**config.mk**
```make
export PLATFORM = sky130hd
export DESIGN_NAME = pixel_window_spi_serializer_core
export DESIGN_NICKNAME = d
export VERILOG_FILES = /design/src/rtl/core/pwss_pkg.sv /design/src/rtl/core/pixel_window_spi_serializer_core.sv
export SDC_FILE = /design/constraint.sdc
export NUM_CORES = 1
export LEC_CHECK = 0
export ABC_AREA = 1
export ABC_CLOCK_PERIOD_IN_PS = 4610
export BUFFER_PORTS_ARGS = -buffer_cell sky130_fd_sc_hd__buf_2
export CAP_MARGIN = 10
export CORE_ASPECT_RATIO = 2
export CORE_MARGIN = 3
export CORE_UTILIZATION = 35
export DETAILED_ROUTE_END_ITERATION = 16
export MAX_ROUTING_LAYER = met4
export SYNTH_ARGS = -nofsm -noshare
export SYNTH_HDL_FRONTEND = slang
export SYNTH_SLANG_ARGS = --single-unit
```
**constraint.sdc**
```tcl
create_clock -name clk -period 4.61 [get_ports clk]
set_input_delay 0.2305 -clock clk [delete_from_list [all_inputs] [get_ports clk]]
set_output_delay 0.2305 -clock clk [all_outputs]
set_load 0.1 [all_outputs]
```
**src/rtl/core/pwss_pkg.sv**
```systemverilog
`default_nettype none

package pwss_pkg;

  // coordinate width on the pixel channel, two's complement
  localparam int COORD_BITS = 12;
  // magnitude bits of a non-negative coordinate
  localparam int POS_BITS   = COORD_BITS - 1;
  // panel size registers
  localparam int PANEL_BITS = 11;
  localparam int OPCODE_BITS = 8;
  // widest configuration register
  localparam int CFG_DATA_BITS = PANEL_BITS;
  localparam int CFG_INDEX_BITS = 3;

  // configuration register indexes
  localparam logic [CFG_INDEX_BITS-1:0] CFG_PANEL_WIDTH   = 3'd0;
  localparam logic [CFG_INDEX_BITS-1:0] CFG_PANEL_HEIGHT  = 3'd1;
  localparam logic [CFG_INDEX_BITS-1:0] CFG_COLUMN_OPCODE = 3'd2;
  localparam logic [CFG_INDEX_BITS-1:0] CFG_PAGE_OPCODE   = 3'd3;
  localparam logic [CFG_INDEX_BITS-1:0] CFG_MEMWR_OPCODE  = 3'd4;

  // reset values of the configuration registers
  localparam logic [PANEL_BITS-1:0]  PANEL_WIDTH_RESET   = 11'd320;
  localparam logic [PANEL_BITS-1:0]  PANEL_HEIGHT_RESET  = 11'd480;
  localparam logic [OPCODE_BITS-1:0] COLUMN_OPCODE_RESET = 8'h2A;
  localparam logic [OPCODE_BITS-1:0] PAGE_OPCODE_RESET   = 8'h2B;
  localparam logic [OPCODE_BITS-1:0] MEMWR_OPCODE_RESET  = 8'h2C;

  typedef struct packed {
    logic signed [COORD_BITS-1:0] pixel_x;
    logic signed [COORD_BITS-1:0] pixel_y;
    logic [15:0]                  pixel_color;
  } pixel_t;

  typedef struct packed {
    logic [7:0] link_byte;
    logic       is_command;
    logic       last_byte;
  } link_t;

endpackage

`default_nettype wire

```
**src/rtl/core/pixel_window_spi_serializer_core.sv**
```systemverilog
`default_nettype none

// channel   direction  handshake                  payload
// pixel     in         pixel_valid / pixel_stall  pixel (x, y, rgb565 color)
// link      out        link_valid / link_stall    link (byte, command flag, last flag)
// config    in         cfg_we                     cfg_index, cfg_data
//
// an in-window pixel gives 13 link beats, one per cycle while link_stall does not hold the link register;
// the rate is set by the single byte select behind the pixel hold register
// an out-of-window pixel is taken and dropped and gives no beat
// the next pixel is taken in the cycle the 13th byte moves to the link register
// rst is synchronous, active high; config returns to 320 x 480 and opcodes 2a/2b/2c
// link_stall holds the link register and, once the hold register is full, the pixel side

module pixel_window_spi_serializer_core (
  input  wire logic                                  clk,
  input  wire logic                                  rst,
  input  wire logic                                  pixel_valid,
  output logic                                       pixel_stall,
  input  wire pwss_pkg::pixel_t                      pixel,
  output logic                                       link_valid,
  input  wire logic                                  link_stall,
  output pwss_pkg::link_t                            link,
  input  wire logic                                  cfg_we,
  input  wire logic [pwss_pkg::CFG_INDEX_BITS-1:0]   cfg_index,
  input  wire logic [pwss_pkg::CFG_DATA_BITS-1:0]    cfg_data
);

  import pwss_pkg::*;

  // position of the byte being sent within one pixel write
  typedef enum logic [3:0] {
    POS_CASET,
    POS_XS_HI,
    POS_XS_LO,
    POS_XE_HI,
    POS_XE_LO,
    POS_PASET,
    POS_YS_HI,
    POS_YS_LO,
    POS_YE_HI,
    POS_YE_LO,
    POS_RAMWR,
    POS_COLOR_HI,
    POS_COLOR_LO
  } byte_pos_t;

  // configuration registers
  logic [PANEL_BITS-1:0]  panel_width;
  logic [PANEL_BITS-1:0]  panel_height;
  logic [OPCODE_BITS-1:0] column_opcode;
  logic [OPCODE_BITS-1:0] page_opcode;
  logic [OPCODE_BITS-1:0] memwr_opcode;

  // pixel hold register
  logic                hold_valid;
  byte_pos_t           byte_pos;
  logic [POS_BITS-1:0] hold_x;
  logic [POS_BITS-1:0] hold_y;
  logic [15:0]         hold_color;

  logic      pixel_accept;
  logic      in_window;
  logic      link_load;
  logic      advance;
  logic      hold_done;
  logic [15:0] x_word;
  logic [15:0] y_word;
  link_t     link_next;

  // window check: sign bit clear and magnitude below the panel size
  assign in_window = !pixel.pixel_x[COORD_BITS-1] && !pixel.pixel_y[COORD_BITS-1]
                   && (pixel.pixel_x[POS_BITS-1:0] < panel_width)
                   && (pixel.pixel_y[POS_BITS-1:0] < panel_height);

  // link register takes a new byte when empty or when its beat completes
  assign link_load = !link_valid || !link_stall;
  assign advance   = hold_valid && link_load;
  assign hold_done = advance && (byte_pos == POS_COLOR_LO);

  // full hold register frees up in the cycle its last byte moves out
  assign pixel_stall  = hold_valid && !hold_done;
  assign pixel_accept = pixel_valid && !pixel_stall;

  assign x_word = 16'(hold_x);
  assign y_word = 16'(hold_y);

  // byte select for the current position
  always_comb begin
    link_next.link_byte  = 8'h00;
    link_next.is_command = 1'b0;
    link_next.last_byte  = 1'b0;
    case (byte_pos)
      POS_CASET: begin
        link_next.link_byte  = column_opcode;
        link_next.is_command = 1'b1;
      end
      POS_XS_HI, POS_XE_HI: link_next.link_byte = x_word[15:8];
      POS_XS_LO, POS_XE_LO: link_next.link_byte = x_word[7:0];
      POS_PASET: begin
        link_next.link_byte  = page_opcode;
        link_next.is_command = 1'b1;
      end
      POS_YS_HI, POS_YE_HI: link_next.link_byte = y_word[15:8];
      POS_YS_LO, POS_YE_LO: link_next.link_byte = y_word[7:0];
      POS_RAMWR: begin
        link_next.link_byte  = memwr_opcode;
        link_next.is_command = 1'b1;
      end
      POS_COLOR_HI: link_next.link_byte = hold_color[15:8];
      POS_COLOR_LO: begin
        link_next.link_byte = hold_color[7:0];
        link_next.last_byte = 1'b1;
      end
      default: begin
        link_next.link_byte = 8'h00;
      end
    endcase
  end

  // configuration writes; an index past the list is ignored
  always_ff @(posedge clk) begin
    if (rst) begin
      panel_width   <= PANEL_WIDTH_RESET;
      panel_height  <= PANEL_HEIGHT_RESET;
      column_opcode <= COLUMN_OPCODE_RESET;
      page_opcode   <= PAGE_OPCODE_RESET;
      memwr_opcode  <= MEMWR_OPCODE_RESET;
    end else if (cfg_we) begin
      case (cfg_index)
        CFG_PANEL_WIDTH:   panel_width   <= cfg_data;
        CFG_PANEL_HEIGHT:  panel_height  <= cfg_data;
        CFG_COLUMN_OPCODE: column_opcode <= cfg_data[OPCODE_BITS-1:0];
        CFG_PAGE_OPCODE:   page_opcode   <= cfg_data[OPCODE_BITS-1:0];
        CFG_MEMWR_OPCODE:  memwr_opcode  <= cfg_data[OPCODE_BITS-1:0];
        default: begin
        end
      endcase
    end
  end

  // hold register control; out-of-window pixels are taken and dropped
  always_ff @(posedge clk) begin
    if (rst) begin
      hold_valid <= 1'b0;
      byte_pos   <= POS_CASET;
    end else if (pixel_accept) begin
      hold_valid <= in_window;
      byte_pos   <= POS_CASET;
    end else if (advance) begin
      hold_valid <= !hold_done;
      byte_pos   <= byte_pos_t'(byte_pos + 4'd1);
    end
  end

  // hold payload
  always_ff @(posedge clk) begin
    if (pixel_accept) begin
      hold_x     <= pixel.pixel_x[POS_BITS-1:0];
      hold_y     <= pixel.pixel_y[POS_BITS-1:0];
      hold_color <= pixel.pixel_color;
    end
  end

  // link output register
  always_ff @(posedge clk) begin
    if (rst) begin
      link_valid <= 1'b0;
    end else if (link_load) begin
      link_valid <= hold_valid;
    end
  end

  always_ff @(posedge clk) begin
    if (advance) begin
      link <= link_next;
    end
  end

`ifndef SYNTHESIS
  // an in-window pixel always starts a fresh byte sequence
  a_accept_starts: assert property (@(posedge clk) disable iff (rst)
    pixel_accept && in_window |=> hold_valid && (byte_pos == POS_CASET))
    else $error("in-window pixel did not start at the column command");

  // the last flag marks exactly the color low byte
  a_last_flag: assert property (@(posedge clk) disable iff (rst)
    advance |=> link_valid && (link.last_byte == $past(byte_pos == POS_COLOR_LO)))
    else $error("last flag out of place");

  // the pixel side waits only while a pixel is still being sent
  a_stall_busy: assert property (@(posedge clk) disable iff (rst)
    pixel_stall |-> hold_valid && !hold_done)
    else $error("pixel side stalled with nothing to send");

  // after the final byte leaves, the hold register is free unless refilled
  a_done_frees: assert property (@(posedge clk) disable iff (rst)
    hold_done && !(pixel_valid && in_window) |=> !hold_valid)
    else $error("hold register still busy after its last byte");
`endif

endmodule

`default_nettype wire
```
==> metrics.md <==
| Metric | Value |
|---|---|
| Crit path max fanout | `5` |
| GRT Util Overall | `0.167` |
| Synth Instances | `slightly below 500` |
| # setup viols final | `0` |
| Vias in the first global route | `3477` |
| CTS clk-pin slew, worst paths | `about 0.06 ns` |
| Final hold viol count | `0` |
| Total CTS buffers | `9` |
| Die Area | `~14000 um^2` |
| Slew of the pin with the lowest slew margin | `about 0.55 ns` |
| CTS sink cnt | `100` |
| Largest net degree at the start of global routing | `46` |
| Mapped Area | `roughly 4500 um^2` |
| Layout Area Growth over Synthesis | `18.1%` |
| Peak supply drop | `~160 uV` |
| Setup TNS | `0 ns` |
| Crit Path Class | `reg2out` |
| Setup bufs post-CTS | `0` |
| YS warnings | `0` |
| Core ar. | `approximately 12000 um^2` |
| ANT cells | `0` |
| H-tree depth | `3` |
| Fmax | `roughly 490 MHz` |
| Sequential area share after synthesis | `0.557` |
| DR iter-0 viols | `about 170` |
| Initial antenna violation count | `0` |
| Routability cong. | `about 0.84` |
| Syn nets | `about 570` |
| Die width | `85.8 um` |
| Rows | `57` |
| # nets final | `roughly 650` |
| Delay-heaviest family, CP | `buffers and inverters` |
| R2R cell count | `7` |
| Routed vias/inst | `4.82` |
| Most frequent cells in the layout | `nand2_1 (137), buf_2 (70), inv_1 (56)` |
| Tcrit/Tclk final | `0.446` |
| Synthesis-stage register bit count | `100` |
| Final ANT Viol Nets | `0` |
| Post-cts sizing count | `0` |
| Dpl ws | `between 2 and 3 ns` |
| Dpl hpwl | `about 8600 um` |
| Max Root-Sink Buffers | `2` |
| WL per Instance | `about 15 um` |
| Critical Path RT | `approximately 4.4 ns` |
| CP Launch Type | `flip-flop` |
| Synth cell types | `29` |
| HP Class | `in2reg` |
| Worst slew margin | `0.633` |
| Outcome | `complete, no violations` |
| Fillers | `roughly 1.2k` |
| CP max stage delay | `~0.43 ns` |
| CP dominant cell by count | `inv_1` |
| LEAKAGE | `2.30 nW` |
| Final setup margin | `between 2 and 3 ns` |
| Max-cap violation count | `0` |
| PortBufs | `70` |
| Crit end category | `output port` |
| Die H | `between 150 and 200 um` |
| Total number of vias | `~3.5k` |
| Clk_lat worst skew | `around 0.34 ns` |
| Setup Skew | `~0.0067 ns` |
| Crit-path slowest cell | `buf_2` |
| RSZ-0062 raised after global routing | `no` |
| Share of layout cells above drive strength 1 | `0.180` |
| Avg Cell Area, Syn | `just over 9 um^2` |
| First-pass GRT wire length | `around 18000 um` |
| CTS hold repair buffers | `0` |
| # IOs | `71` |
| CP Cell Sequence | `inv_1, ha_1, nand3_1, o21ai_1, inv_1, buf_2` |
| Initial DRT Pass Iterations | `4` |
| TritonCTS clock tree | `built` |
| Power Dens Cells | `345 nW/um^2` |
| Period minus WS final | `between 2 and 2.5 ns` |
| Max-slew violation count | `0` |
| Aggregate global routing overflow | `0` |
| Hold path depth | `1` |
| Commonest non-fill, non-tap cell in the layout | `nand2_1` |
| Buf/Inv on CP | `3` |
| Worst EP arrival | `1.82 ns` |
| Routed wire length | `~11000 um` |
| Starting Density | `0.363` |
| # DRC | `0` |
| Number of cells on the critical path | `6` |
| Root Driver | `clkbuf_16` |
## registers in the layout, summed over array words and instances, names as in the netlist, 8 cells and up
| register | count |
|---|---|
| memwr_opcode | 8 |
| link | 10 |
| panel_width | 11 |
| page_opcode | 8 |
| panel_height | 11 |
| column_opcode | 8 |
| hold_color | 16 |
| hold_y | 11 |
| hold_x | 11 |
## logic make-up after synthesis
kind of cell / after synthesis / share of synthesized area
flops: 100 / 0.557
fa+ha+maj: 24 / 0.0674
buf+inv: 69 / 0.0593
compound gates: 80 / 0.101
simple gates: 216 / 0.211
xor+xnor: 2 / 0.00393
## through the flow
stage | utilization | hold slack [ns] | instances | cell area, um^2 | power, W
4_1_cts | 0.427 | 0.0560 | 719 | 5240 | 0.00182
3_5_place_dp | 0.405 | 0.409 | 703 | 4970 | 0.00114
3_3_place_gp | 0.405 | 0.408 | 703 | 4970 | 0.00114
6_report | 0.429 | 0.0626 | 720 | 5260 | 0.00181
5_1_grt | 0.429 | 0.0527 | 720 | 5260 | 0.00188
2_1_floorplan | - | 0.300 | 491 | 4450 | 0.00108
## synth_stat cells (all sizes together)
cell	instances	area, um^2
edfxtp	48	1440
a22oi	1	7.51
clkbuf	4	15.0
clkinv	2	7.51
o21ai	30	150
ha	24	300
nor3b	1	12.5
nand3b	3	22.5
nand3	24	125
o211ai	6	45.0
xor2	2	17.5
buf	2	12.5
o22ai	3	46.3
a21oi	40	200
and3	1	6.26
dfxtp	52	1040
nor2	41	193
nand2	142	556
nand4	4	25.0
inv	61	229
## final timing paths
check | start | to | slack (ns)
worst min register to register | page_opcode[2] | page_opcode[2] | 0.46
worst max register to register | byte_pos[0] | hold_y[5] | 2.65
worst max-delay path | byte_pos[0] | pixel_stall | 2.56
worst min-delay path | pixel[13] | hold_color[13] | 0.06
## power breakdown
| group | internal [W] | total (W) | switching, W | leakage (nW) |
|---|---|---|---|---|
| Combinational | 0.0000503 | 0.000142 | 0.0000918 | 1.29 |
| Sequential | 0.000968 | 0.000981 | 0.0000120 | 0.880 |
| Clock | 0.000379 | 0.000690 | 0.000311 | 0.130 |
## per-layer routing
metal	vias to the layer above	share of wire	track usage
met1	1616	0.37	0.165
met2	66	0.57	0.320
met5	-	0	-
met3	19	0.029	0.0233
met4	0	0.030	0.0720
li1	1771	-	-
## area by class of cell
class	count	area, um^2	share of cell area
Clock inverter	4	25.0	0.00476
Timing Repair Buffer	72	378	0.0719
Multi-Input combinational cell	322	1710	0.325
Tap cell	147	184	0.0350
Clock buffer	12	246	0.0469
Inverter	63	236	0.0450
Sequential cell	100	2480	0.472
Power figures use the tool's default switching activity.
